## src/rtl/rpsd_pkg.sv

```systemverilog
// Shared types, status codes and header table of the run-length page decoder.
// No dependencies.
package rpsd_pkg;

  localparam int unsigned DataW   = 64;
  localparam int unsigned CountW  = 4;
  localparam int unsigned BwW     = 15;
  localparam int unsigned StatusW = 3;
  localparam logic [BwW-1:0] SmallPage = 15'd8192;

  localparam logic [StatusW-1:0] ST_BUSY    = 3'd0;
  localparam logic [StatusW-1:0] ST_OK      = 3'd1;
  localparam logic [StatusW-1:0] ST_BAD_HDR = 3'd2;
  localparam logic [StatusW-1:0] ST_OVF     = 3'd3;
  localparam logic [StatusW-1:0] ST_TRUNC   = 3'd4;
  localparam logic [StatusW-1:0] ST_TRAIL   = 3'd5;

  typedef struct packed {
    logic               hdr_inc;
    logic               hdr_clr;
    logic               pend_load;
    logic               lit_wr;
    logic               run_start;
    logic               chunk_next;
    logic               zero_out;
    logic               clear;
    logic [StatusW-1:0] status;
  } cmd_t;

  typedef struct packed {
    logic hdr_match;
    logic hdr_done;
    logic tok_ovf;
    logic tok_run;
    logic pend_one;
    logic lit_full;
    logic run_full;
    logic run_more;
    logic left_more;
    logic slot_free;
  } sts_t;

  function automatic logic [7:0] hdr_byte(input logic mode, input logic [2:0] idx);
    logic [7:0] b;
    b = 8'h00;
    case (idx)
      3'd0:    b = mode ? 8'h48 : 8'h44;
      3'd1:    b = mode ? 8'h47 : 8'h48;
      3'd2:    b = 8'h52;
      3'd3:    b = 8'h52;
      3'd4:    b = 8'h01;
      3'd5:    b = 8'h00;
      3'd6:    b = 8'h00;
      3'd7:    b = mode ? 8'h20 : 8'h40;
      default: b = 8'h00;
    endcase
    return b;
  endfunction

endpackage

```

## src/rtl/rpsd_ctrl.sv

```systemverilog
// Decode phase state machine and result sequencing of the page decoder.
// Depends on rpsd_pkg.
module rpsd_ctrl import rpsd_pkg::*; (
  input  logic clk_i,
  input  logic rst_ni,
  input  logic in_valid_i,
  input  logic in_last_i,
  output logic in_stall_o,
  input  sts_t sts_i,
  output cmd_t cmd_o
);

  localparam logic [2:0] PH_HEADER    = 3'd0;
  localparam logic [2:0] PH_TOKEN     = 3'd1;
  localparam logic [2:0] PH_LITERAL   = 3'd2;
  localparam logic [2:0] PH_RUNVAL    = 3'd3;
  localparam logic [2:0] PH_FULL      = 3'd4;
  localparam logic [2:0] PH_ERR_HDR   = 3'd5;
  localparam logic [2:0] PH_ERR_OVF   = 3'd6;
  localparam logic [2:0] PH_ERR_TRAIL = 3'd7;

  logic [2:0] phase_q, phase_d;
  logic       emit_q, emit_d;
  logic       accept;
  logic [2:0] nph;

  assign in_stall_o = emit_q || !sts_i.slot_free;
  assign accept     = in_valid_i && !in_stall_o;

  always_comb begin
    cmd_o   = '0;
    nph     = phase_q;
    phase_d = phase_q;
    emit_d  = emit_q;
    if (emit_q && sts_i.slot_free) begin
      cmd_o.chunk_next = 1'b1;
      emit_d           = sts_i.left_more;
    end
    if (accept) begin
      case (phase_q)
        PH_HEADER: begin
          if (!sts_i.hdr_match) begin
            nph = PH_ERR_HDR;
          end else if (sts_i.hdr_done) begin
            nph           = PH_TOKEN;
            cmd_o.hdr_clr = 1'b1;
          end else begin
            cmd_o.hdr_inc = 1'b1;
          end
        end
        PH_TOKEN: begin
          if (sts_i.tok_ovf) begin
            nph = PH_ERR_OVF;
          end else begin
            cmd_o.pend_load = 1'b1;
            nph = sts_i.tok_run ? PH_RUNVAL : PH_LITERAL;
          end
        end
        PH_LITERAL: begin
          cmd_o.lit_wr = 1'b1;
          if (sts_i.pend_one) begin
            nph = sts_i.lit_full ? PH_FULL : PH_TOKEN;
          end
        end
        PH_RUNVAL: begin
          cmd_o.run_start = 1'b1;
          emit_d          = sts_i.run_more;
          nph             = sts_i.run_full ? PH_FULL : PH_TOKEN;
        end
        PH_FULL: begin
          nph = PH_ERR_TRAIL;
        end
        default: begin
          nph = phase_q;
        end
      endcase
      cmd_o.zero_out = !cmd_o.lit_wr && !cmd_o.run_start;
      if (nph == PH_ERR_HDR) begin
        cmd_o.status = ST_BAD_HDR;
      end else if (nph == PH_ERR_OVF) begin
        cmd_o.status = ST_OVF;
      end else if (nph == PH_ERR_TRAIL) begin
        cmd_o.status = ST_TRAIL;
      end else if (!in_last_i) begin
        cmd_o.status = ST_BUSY;
      end else if (nph == PH_FULL) begin
        cmd_o.status = ST_OK;
      end else if (nph == PH_HEADER) begin
        cmd_o.status = ST_BAD_HDR;
      end else begin
        cmd_o.status = ST_TRUNC;
      end
      phase_d = nph;
      if (in_last_i) begin
        phase_d     = PH_HEADER;
        cmd_o.clear = 1'b1;
      end
    end
  end

  always_ff @(posedge clk_i or negedge rst_ni) begin
    if (!rst_ni) begin
      phase_q <= PH_HEADER;
      emit_q  <= 1'b0;
    end else begin
      phase_q <= phase_d;
      emit_q  <= emit_d;
    end
  end

endmodule

```

## src/rtl/rpsd_datapath.sv

```systemverilog
// Counters, page arithmetic, run packing and output register of the page decoder.
// Depends on rpsd_pkg.
module rpsd_datapath import rpsd_pkg::*; #(
  parameter int unsigned BYTES_PER_RESULT = 8,
  parameter int unsigned MAX_PAGE_BYTES   = 16384
) (
  input  logic               clk_i,
  input  logic               rst_ni,
  input  logic               cfg_we_i,
  input  logic               cfg_wdata_i,
  input  logic [7:0]         in_byte_i,
  input  cmd_t               cmd_i,
  output sts_t               sts_o,
  output logic               out_valid_o,
  input  logic               out_stall_i,
  output logic [DataW-1:0]   out_data_o,
  output logic [CountW-1:0]  out_count_o,
  output logic [StatusW-1:0] status_o,
  output logic               group_last_o
);

  localparam logic [7:0]     Bpr     = 8'(BYTES_PER_RESULT);
  localparam logic [BwW-1:0] BigPage = BwW'(MAX_PAGE_BYTES);

  logic               mode_q;
  logic [2:0]         hdr_idx_q;
  logic [BwW-1:0]     bw_q, bw_d;
  logic [7:0]         pend_q, pend_d;
  logic [7:0]         left_q;
  logic [7:0]         run_byte_q;
  logic [StatusW-1:0] run_st_q;
  logic               out_valid_q;
  logic [DataW-1:0]   out_data_q;
  logic [CountW-1:0]  out_count_q;
  logic [StatusW-1:0] out_st_q;
  logic               out_last_q;

  logic [BwW-1:0]     page_size;
  logic [7:0]         tok_len;
  logic [BwW-1:0]     bw_lit, bw_run;
  logic [7:0]         sel_cnt, sel_byte;
  logic [CountW-1:0]  chunk_cnt;
  logic [DataW-1:0]   chunk_data;
  logic               chunk_load;

  assign page_size = mode_q ? SmallPage : BigPage;
  assign tok_len   = in_byte_i[7] ? ({1'b0, in_byte_i[6:0]} + 8'd3)
                                  : ({1'b0, in_byte_i[6:0]} + 8'd1);
  assign bw_lit    = bw_q + 15'd1;
  assign bw_run    = bw_q + BwW'(pend_q);

  assign sts_o.hdr_match = (in_byte_i == hdr_byte(mode_q, hdr_idx_q));
  assign sts_o.hdr_done  = (hdr_idx_q == 3'd7);
  assign sts_o.tok_ovf   = ((16'(bw_q) + 16'(tok_len)) > 16'(page_size));
  assign sts_o.tok_run   = in_byte_i[7];
  assign sts_o.pend_one  = (pend_q == 8'd1);
  assign sts_o.lit_full  = (bw_lit >= page_size);
  assign sts_o.run_full  = (bw_run >= page_size);
  assign sts_o.run_more  = (pend_q > Bpr);
  assign sts_o.left_more = (left_q > Bpr);
  assign sts_o.slot_free = !out_valid_q || !out_stall_i;

  assign chunk_load = cmd_i.run_start || cmd_i.chunk_next;
  assign sel_cnt    = cmd_i.run_start ? pend_q : left_q;
  assign sel_byte   = cmd_i.run_start ? in_byte_i : run_byte_q;
  assign chunk_cnt  = (sel_cnt > Bpr) ? CountW'(BYTES_PER_RESULT) : sel_cnt[CountW-1:0];

  always_comb begin
    chunk_data = '0;
    for (int j = 0; j < BYTES_PER_RESULT; j++) begin
      if (CountW'(j) < chunk_cnt) begin
        chunk_data[8*j +: 8] = sel_byte;
      end
    end
  end

  always_comb begin
    bw_d   = bw_q;
    pend_d = pend_q;
    if (cmd_i.pend_load) begin
      pend_d = tok_len;
    end
    if (cmd_i.lit_wr) begin
      bw_d   = bw_lit;
      pend_d = pend_q - 8'd1;
    end
    if (cmd_i.run_start) begin
      bw_d   = bw_run;
      pend_d = 8'd0;
    end
    if (cmd_i.clear) begin
      bw_d   = '0;
      pend_d = 8'd0;
    end
  end

  always_ff @(posedge clk_i or negedge rst_ni) begin
    if (!rst_ni) begin
      mode_q      <= 1'b0;
      hdr_idx_q   <= 3'd0;
      bw_q        <= '0;
      pend_q      <= 8'd0;
      left_q      <= 8'd0;
      out_valid_q <= 1'b0;
    end else begin
      if (cfg_we_i) begin
        mode_q <= cfg_wdata_i;
      end
      if (cmd_i.hdr_clr || cmd_i.clear) begin
        hdr_idx_q <= 3'd0;
      end else if (cmd_i.hdr_inc) begin
        hdr_idx_q <= hdr_idx_q + 3'd1;
      end
      bw_q   <= bw_d;
      pend_q <= pend_d;
      if (chunk_load) begin
        left_q <= sel_cnt - 8'(chunk_cnt);
      end
      if (cmd_i.zero_out || cmd_i.lit_wr || chunk_load) begin
        out_valid_q <= 1'b1;
      end else if (!out_stall_i) begin
        out_valid_q <= 1'b0;
      end
    end
  end

  always_ff @(posedge clk_i) begin
    if (cmd_i.run_start) begin
      run_byte_q <= in_byte_i;
      run_st_q   <= cmd_i.status;
    end
    if (cmd_i.zero_out) begin
      out_data_q  <= '0;
      out_count_q <= '0;
      out_st_q    <= cmd_i.status;
      out_last_q  <= 1'b1;
    end else if (cmd_i.lit_wr) begin
      out_data_q  <= DataW'(in_byte_i);
      out_count_q <= CountW'(1);
      out_st_q    <= cmd_i.status;
      out_last_q  <= 1'b1;
    end else if (chunk_load) begin
      out_data_q  <= chunk_data;
      out_count_q <= chunk_cnt;
      out_st_q    <= cmd_i.run_start ? cmd_i.status : run_st_q;
      out_last_q  <= !(sel_cnt > Bpr);
    end
  end

  assign out_valid_o  = out_valid_q;
  assign out_data_o   = out_data_q;
  assign out_count_o  = out_count_q;
  assign status_o     = out_st_q;
  assign group_last_o = out_last_q;

endmodule

```

## src/rtl/rle_page_stream_decoder.sv

```systemverilog
// Top level of the run-length page decoder: controller plus datapath.
// Depends on rpsd_pkg, rpsd_ctrl and rpsd_datapath.
//
//   channel  handshake                    payload
//   input    in_valid_i / in_stall_o      in_byte_i, in_last_i
//   output   out_valid_o / out_stall_i    out_data_o, out_count_o, status_o, group_last_o
//   config   cfg_we_i                     cfg_wdata_i (page_mode)
//
// Header, token and literal bytes each give one item.
// A run byte gives ceil(run/BYTES_PER_RESULT) items, one per cycle while the output is not
// stalled, from the single output register; input is stalled until the last one is loaded.
// Output stall back-pressures the input through the output register.
// Reset (rst_ni low) returns to the header phase with page_mode 0.
module rle_page_stream_decoder import rpsd_pkg::*; #(
  parameter int unsigned BYTES_PER_RESULT = 8,
  parameter int unsigned MAX_PAGE_BYTES   = 16384
) (
  input  logic               clk_i,
  input  logic               rst_ni,
  input  logic               cfg_we_i,
  input  logic               cfg_wdata_i,
  input  logic               in_valid_i,
  output logic               in_stall_o,
  input  logic [7:0]         in_byte_i,
  input  logic               in_last_i,
  output logic               out_valid_o,
  input  logic               out_stall_i,
  output logic [DataW-1:0]   out_data_o,
  output logic [CountW-1:0]  out_count_o,
  output logic [StatusW-1:0] status_o,
  output logic               group_last_o
);

  cmd_t cmd;
  sts_t sts;

  rpsd_ctrl u_ctrl (
    .clk_i      (clk_i),
    .rst_ni     (rst_ni),
    .in_valid_i (in_valid_i),
    .in_last_i  (in_last_i),
    .in_stall_o (in_stall_o),
    .sts_i      (sts),
    .cmd_o      (cmd)
  );

  rpsd_datapath #(
    .BYTES_PER_RESULT (BYTES_PER_RESULT),
    .MAX_PAGE_BYTES   (MAX_PAGE_BYTES)
  ) u_dp (
    .clk_i        (clk_i),
    .rst_ni       (rst_ni),
    .cfg_we_i     (cfg_we_i),
    .cfg_wdata_i  (cfg_wdata_i),
    .in_byte_i    (in_byte_i),
    .cmd_i        (cmd),
    .sts_o        (sts),
    .out_valid_o  (out_valid_o),
    .out_stall_i  (out_stall_i),
    .out_data_o   (out_data_o),
    .out_count_o  (out_count_o),
    .status_o     (status_o),
    .group_last_o (group_last_o)
  );

endmodule

```

## config.mk

```make
export PLATFORM = sky130hd
export DESIGN_NAME = rle_page_stream_decoder
export DESIGN_NICKNAME = d
export VERILOG_FILES = /design/src/rtl/rpsd_pkg.sv /design/src/rtl/rpsd_ctrl.sv /design/src/rtl/rpsd_datapath.sv /design/src/rtl/rle_page_stream_decoder.sv
export SDC_FILE = /design/constraint.sdc
export NUM_CORES = 1
export LEC_CHECK = 0
export BUFFER_PORTS_ARGS = -buffer_cell sky130_fd_sc_hd__buf_2
export CAP_MARGIN = 20
export CORE_ASPECT_RATIO = 0.75
export CORE_MARGIN = 1.5
export CORE_UTILIZATION = 60
export CTS_CLUSTER_SIZE = 24
export DETAILED_ROUTE_END_ITERATION = 7
export HOLD_SLACK_MARGIN = 0.03
export PLACE_DENSITY = 0.82
export SYNTH_ARGS = -nofsm -noshare
export SYNTH_HDL_FRONTEND = slang
export SYNTH_SLANG_ARGS = --single-unit
export TNS_END_PERCENT = 5
```

## constraint.sdc

```tcl
create_clock -name clk_i -period 7.7 [get_ports clk_i]
set_input_delay 1.54 -clock clk_i [delete_from_list [all_inputs] [get_ports clk_i]]
set_output_delay 1.54 -clock clk_i [all_outputs]
set_load 0.01 [all_outputs]
```

Word-level counts from Yosys, hierarchy flattened
Index checks and enable logic that the tools add are counted.
Widths: inputs -> output; s select.
{"block": "word_totals", "reg_bits": 123, "word_cells": 152, "inputBits": 15, "out_inout_bits": 74}
{"block": "classes", "mux": 69, "eq_ne": 18, "order_cmp": 14, "n_reduce_logical": 27, "n_addsub": 8}
{"cell": "$mux 8", "count": 17}
{"cell": "$mux 15", "count": 4}
{"cell": "$mux 3", "count": 20}
{"cell": "$pmux 8 s6", "count": 1}
{"cell": "$ge 15x15->1", "count": 2}
{"cell": "$eq 3x3->1 const B", "count": 9}
{"cell": "$gt 8x4->1 const B", "count": 3}
{"cell": "$mux 1", "count": 18}
{"cell": "$add 15x8->16", "count": 1}
{"cell": "$gt 16x15->1", "count": 1}
{"cell": "$lt 3x4->1 const A", "count": 4}
{"cell": "$add 15x1->15 const B", "count": 1}
{"cell": "$add 15x8->15", "count": 1}
{"cell": "$pmux 3 s5", "count": 1}
{"cell": "$eq 3x2->1 const B", "count": 4}
{"cell": "$mux 4", "count": 3}
{"cell": "$mux 5", "count": 2}
{"cell": "$logic_not 3->1", "count": 3}
{"cell": "$add 7x1->8 const B", "count": 1}
{"cell": "$add 7x2->8 const B", "count": 1}
{"cell": "$eq 8x1->1 const B", "count": 1}
{"cell": "$eq 8x8->1", "count": 1}
{"cell": "$lt 1x4->1 const A", "count": 2}
{"cell": "$lt 2x4->1 const A", "count": 2}
{"cell": "14 further kinds", "count": 33}

Logic depth before layout (Yosys ltp)
{"block": "logic_depth", "word_depth": 19, "depth_mapped": 20, "depth_no_buf": 20}

Cells and area by module
A second synthesis with hierarchy kept.
{"block": "hier_totals", "cells_unflattened": 791, "area_unflattened_um2": 7360.8}
{"module": "rpsd_datapath", "seq_area_each_um2": 2592.5, "cells_per_inst": 733, "area_per_inst_um2": 6934.2, "n_inst": 1}
{"module": "rpsd_ctrl", "seq_area_each_um2": 100.1, "cells_per_inst": 58, "area_per_inst_um2": 426.7, "n_inst": 1}

Least setup slack after synthesis
No wires, ideal clock.
{"block": "synth_timing", "path_type": "input-to-reg", "from": "in in_byte_i[0]", "to": "reg u_dp.out_st_q[0] (netlist: u_dp.status_o[0]), data pin", "required_time_ns": 7.431, "setup_time_ns": 0.269, "n_path_buf": 0, "cell_stages": 18, "t_arrival_ns": 5.358, "slack_ns": 2.073, "cell_sequence": "fa_1 nand3_1 xnor2_1 ha_1 a211o_1 a311o_1 a31oi_1 nor3b_1 xnor2_1 ha_1 nand3_1 a2111oi_0 o2111ai_1 o31ai_1 nand3_1 a211o_1 a21boi_1 o31ai_1"}
{"block": "synth_between", "elab_chain_len": 18, "elab_cells_between_ends": 24, "cone_classes": "add/sub (3); order compare (1); eq/ne (5); mux (15)"}
{"element": "start: declaration", "line": "rle_page_stream_decoder.sv:24", "source": "input logic [7:0] in_byte_i,"}
{"element": "$add 7x1->8 or $add 7x2->8 (tied branches)", "line": "rpsd_datapath.sv:48, rpsd_datapath.sv:47"}
{"element": "$mux 8", "line": "rpsd_datapath.sv:47", "source": "assign tok_len = in_byte_i[7] ? ({1'b0, in_byte_i[6:0]} + 8'd3)"}
{"element": "$add 15x8->16", "line": "rpsd_datapath.sv:54", "source": "assign sts_o.tok_ovf = ((16'(bw_q) + 16'(tok_len)) > 16'(page_size));"}
{"element": "$gt 16x15->1", "line": "rpsd_datapath.sv:54"}
{"element": "$mux 3", "line": "rpsd_ctrl.sv:52", "source": "if (sts_i.tok_ovf) begin"}
{"element": "$pmux 3 s5 (*)", "line": "rpsd_ctrl.sv:40", "source": "case (phase_q)"}
{"element": "$mux 3 (*)", "line": "rpsd_ctrl.sv:39", "source": "if (accept) begin"}
{"element": "$eq 3x3->1", "line": "rpsd_ctrl.sv:86", "source": "end else if (nph == PH_FULL) begin"}
{"element": "[2 not listed]"}
{"element": "$mux 3", "line": "rpsd_ctrl.sv:82", "source": "end else if (nph == PH_ERR_TRAIL) begin"}
{"element": "$mux 3", "line": "rpsd_ctrl.sv:80", "source": "end else if (nph == PH_ERR_OVF) begin"}
{"element": "$mux 3 (*)", "line": "rpsd_ctrl.sv:78", "source": "if (nph == PH_ERR_HDR) begin"}
{"element": "$mux 5 (*)", "line": "rpsd_ctrl.sv:39"}
{"element": "$mux 3"}
{"element": "$mux 3", "line": "rpsd_datapath.sv:142", "source": "end else if (chunk_load) begin"}
{"element": "$mux 3", "line": "rpsd_datapath.sv:137", "source": "end else if (cmd_i.lit_wr) begin"}
{"element": "$mux 3 (*)", "line": "rpsd_datapath.sv:132", "source": "if (cmd_i.zero_out) begin"}
{"element": "end signal: assignment", "line": "rpsd_datapath.sv:135", "source": "out_st_q <= cmd_i.status;"}
{"element": "end signal: assignment", "line": "rpsd_datapath.sv:140", "source": "out_st_q <= cmd_i.status;"}
{"element": "end signal: assignment", "line": "rpsd_datapath.sv:145", "source": "out_st_q <= cmd_i.run_start ? cmd_i.status : run_st_q;"}
{"element": "end: declaration", "line": "rpsd_datapath.sv:35", "source": "logic [StatusW-1:0] out_st_q;"}
Every way passes the cells marked *; elsewhere a longest branch is shown, timed or not. The select of a mux whose other input is x is not followed.
A chain may end at the register's enable or synchronous reset.

Worst setup path after layout
{"block": "layout_timing", "from": "in in_byte_i[1]", "to": "reg u_dp.pend_q[7]"}
{"block": "layout_between", "elab_chain_len": 8, "elab_cells_between_ends": 13, "cone_classes": "add/sub (3); order compare (1); mux (8); reduce/logical (1)"}
{"element": "$add 7x1->8 or $add 7x2->8 (tied branches)", "line": "rpsd_datapath.sv:48, rpsd_datapath.sv:47"}
{"element": "$mux 8 (*)", "line": "rpsd_datapath.sv:47"}
{"element": "$add 15x8->16", "line": "rpsd_datapath.sv:54"}
{"element": "$gt 16x15->1", "line": "rpsd_datapath.sv:54"}
{"element": "$mux 1", "line": "rpsd_ctrl.sv:52"}
{"element": "$mux 1", "line": "rpsd_ctrl.sv:40"}
{"element": "$mux 5", "line": "rpsd_ctrl.sv:39"}
{"element": "$reduce_bool 4->1 (no source line)"}
{"element": "end signal: assignment", "line": "rpsd_datapath.sv:115", "source": "pend_q <= pend_d;"}
{"element": "end: declaration", "line": "rpsd_datapath.sv:28", "source": "logic [7:0] pend_q, pend_d;"}
Marked as above.

==> impl_results.md <==
- Total global-route track usage: 33.40%
- Sequential-to-total area share from yosys stat: 38.13%
- Clock Skews: 0.01455 ns
- Synth warn: 0
- Switching pwr: 1184 uW
- HP Class: reg -> reg
- Clk_lat worst skew: 0.43 ns
- Die Ht: 96.96 um
- H-tree Lvls: 4
- Comb pwr share: 36.8%
- CP peak stage delay: 0.49 ns
- Clock-pin slew on the worst setup and hold paths: 0.06 ns
- DRT Pass-1 Iters: 8
- Worst Path Arrival: 6.32 ns
- Synth Instances: 865
- CTS buffer count: 17
- Initial antenna violation count: 0
- Hold path cells: 2
- Synth area leaders: dfxtp_1 23%, dfrtp_1 14%, nand2_1 7.7%
- Slew margin rel.: 34.40%
- Synthesized area: 7062 um^2
- CP Depth: 21
- Core area: 11530 um^2
- CTS root buffer: clkbuf_16
- Slew Limit Fails: 0
- Part of the power in registers: 35.5%
- Clock power frac: 27.7%
- Critical setup path kind: in -> reg
- Area share of the largest cell type after synthesis: 22.68%
- Post-route DRC: 3
- Global routing met2 resource utilization: 48.30%
- RSZ-0062 raised after global routing: no
- Layout cells sized above 1: 15.82%
- Total gr overflow: 0
- Leakage: 0.003760 uW
- CP Cell Sequence: buf_2 > ha_1 > a21oi_1 > nor2b_1 > nand3_1 > xnor2_1 > ha_1 > a211o_1 > a311o_1 > a31oi_1 > nor3b_1 > xnor2_1 > ha_1 > nand3_1 > a2111oi_0 > o2111ai_1 > o31ai_1 > a31oi_1 > inv_1 > nand2_1 > o21ai_0
- Average wire per standard cell: 18.49 um
- Ports: 89
- Syn Area/Cell: 8.164 um^2
- Vias: 6923
- Resize count post-CTS: 0
- Crit share post-route: 77.75%
- Outcome: finished, violations left
- Max frequency: 0.1670 GHz
- WP buf/inv: 2
- Met3 global-route usage: 8.020%
- TNS Setup: 0 ns
- Post-synth EDFFs: 3
- HPWL Detailed: 14240 um
- Nets: 985
- Slowest stage cell, crit path: o31ai_1
- Top cells by count, synth: 145 x nand2_1, 87 x o21ai_0, 80 x dfxtp_1
- Pin count of the biggest net entering global routing: 62
- First-pass GRT wire length: 32620 um
- Final setup vio count: 0
- Antenna Diode Count: 0
- CTS tree: built
- GRT busiest layer: met1
- CP Max Fanout: 8
- CP required: 8.03 ns
- DRT iter0 DRCs: 921
- Final GP Congestion: 0.9540
- Die width: 128.3 um
- Cell internal pwr: 1703 uW
- Placed Cells: 1077
- Die ar.: 12440 um^2
- # rows: 34
- Least-Margin Pin Slew: 0.9804 ns
- Total Wirelength: 20520 um
- Hold_buf cts: 0
- Area added between synthesis and finish: 15.96%
- Ys async rst share: 32.52%
- Crit path top cell by count: ha_1
- PortBufs: 88
- Failing checks: design-rule violations
- Maximum buffer depth of the clock tree: 2
- Synthesized flop and latch total: 123
- Pwr dens: 352.5 nW/um^2
- Peak VDD IR: 0.0002178 V
- Vias in the first global route: 6223
- Cell variety after synth: 75
- Post-route insts no fill: 1110
- Most common cell in the netlist: nand2_1
- Sw frac: 41.01%
- Vias per cell: 6.237
- Final Hold Fails: 0
- Clock sinks: 123
- Cell taking the most area after synthesis: dfxtp_1
- Minimum clock period: 5.987 ns
- Top delay family on crit path: compound AO/OA/AOI/OAI gates
- Synth Flop Type: dfxtp_1
- Mapped Nets: 915
- Initial core utilization: 61.25%
- Post-CTS setup buffer count: 0
- Worst setup EP type: flop
- CP Launch Type: input pin
- Fillers: 883
- R2R depth: 17
- Antenna Violating Nets Remaining: 0
- GR Util met1: 48.32%
- Max_cap viols: 0
-- tightest hold or removal path: stages, from the launching register on --
cell and delay (ns):
dfxtp_1 0.30, nand2_1 0.05, nand2_1 0.04
-- worst paths after layout --
| kind | start | endpoint | slack, ns |
|---|---|---|---|
| min in group asynchronous | rst_ni | u_dp.left_q[5] | 0.96 |
| setup reg to reg | u_dp.bw_q[0] | u_dp.status_o[0] | 2.71 |
| setup / recovery | in_byte_i[1] | u_dp.pend_q[7] | 1.71 |
| max in group asynchronous | rst_ni | u_dp.hdr_idx_q[1] | 6.29 |
| hold / removal | u_dp.out_data_o[29] | u_dp.out_data_o[29] | 0.44 |
| hold reg to reg | u_dp.out_data_o[29] | u_dp.out_data_o[29] | 0.44 |
-- per-stage QoR --
stage                     power [uW]  hold WS [ns]  utilization [%]  setup WS (ns)  cell area [um^2]
final                           2886        0.4375            71.03          1.713              8189
after global routing            3046        0.4548            71.03          1.324              8189
after CTS                       2861        0.4403            70.86          1.859              8169
after detailed placement        2048        0.4307            65.80          1.446              7586
after global placement          2020        0.4263            65.80          1.629              7586
after floorplan                 1699        0.4249                -          2.073              7062
-- final cells by class --
type	count	area, um^2	area share (%)
inverters	31	116.4	1.421
multi-input cells	669	4104	50.11
flip-flops and latches	123	2693	32.88
repair buffers	93	490.5	5.989
clock buffers	19	454.2	5.546
clock inverters	13	128.9	1.574
well taps	162	202.7	2.475
-- kinds of logic (layout without fill, tap and decap cells) --
group,after synthesis,in the layout,synth area share (%)
xor+xnor,29,29,3.597
buf+inv,73,156,3.986
compound gates,253,253,23.03
other cells,1,1,0.05310
flops,123,123,38.13
simple gates,330,330,21.60
mux,21,21,3.083
fa+ha+maj,35,35,6.520
-- state kept, by name, indices dropped and copies added (netlist names) --
register	cells
u_dp.bw_q	15
u_dp.hdr_idx_q	3
u_dp.run_byte_q	8
u_dp.left_q	8
u_dp.mode_q	1
u_ctrl.emit_q	1
u_dp.out_count_o	4
u_ctrl.phase_q	3
u_dp.status_o	3
u_dp.group_last_o	1
u_dp.run_st_q	3
u_dp.out_valid_o	1
u_dp.out_data_o	64
u_dp.pend_q	8
-- layer usage --
| metal | up-vias | share of wire, % |
|---|---|---|
| met3 | 51 | 11 |
| met4 | 0 | 2.5 |
| li1 | 3253 | - |
| met2 | 370 | 43 |
| met5 | - | 0 |
| met1 | 3249 | 44 |
-- power by group through the flow --
stage / clock network (uW) / registers [uW] / logic [uW]
6_report: 801 / 1020 / 1060
5_1_grt: 834 / 1040 / 1170
4_1_cts: 802 / 1020 / 1040
3_5_place_dp: 0 / 1030 / 1020
3_3_place_gp: 0 / 1020 / 998
2_1_floorplan: 0 / 1030 / 673
-- placed cells by master, fill, tap and decap left out, drive strengths merged, types with 6 or more instances in the layout --
master	instances
a21o	8
o211ai	9
nor4	13
a21oi	48
nor3	11
ha	32
a22o	9
dfxtp	80
a222oi	8
clkbuf	19
and2	9
nand3	21
xnor2	16
or3	10
mux2	6
and3	10
nand2b	10
buf	93
a31oi	13
nor2	74
inv	38
o21ai	92
mux2i	15
xor2	13
nand2	145
dfrtp	40
o31ai	14
No activity file was read; power rests on OpenSTA's default activity.
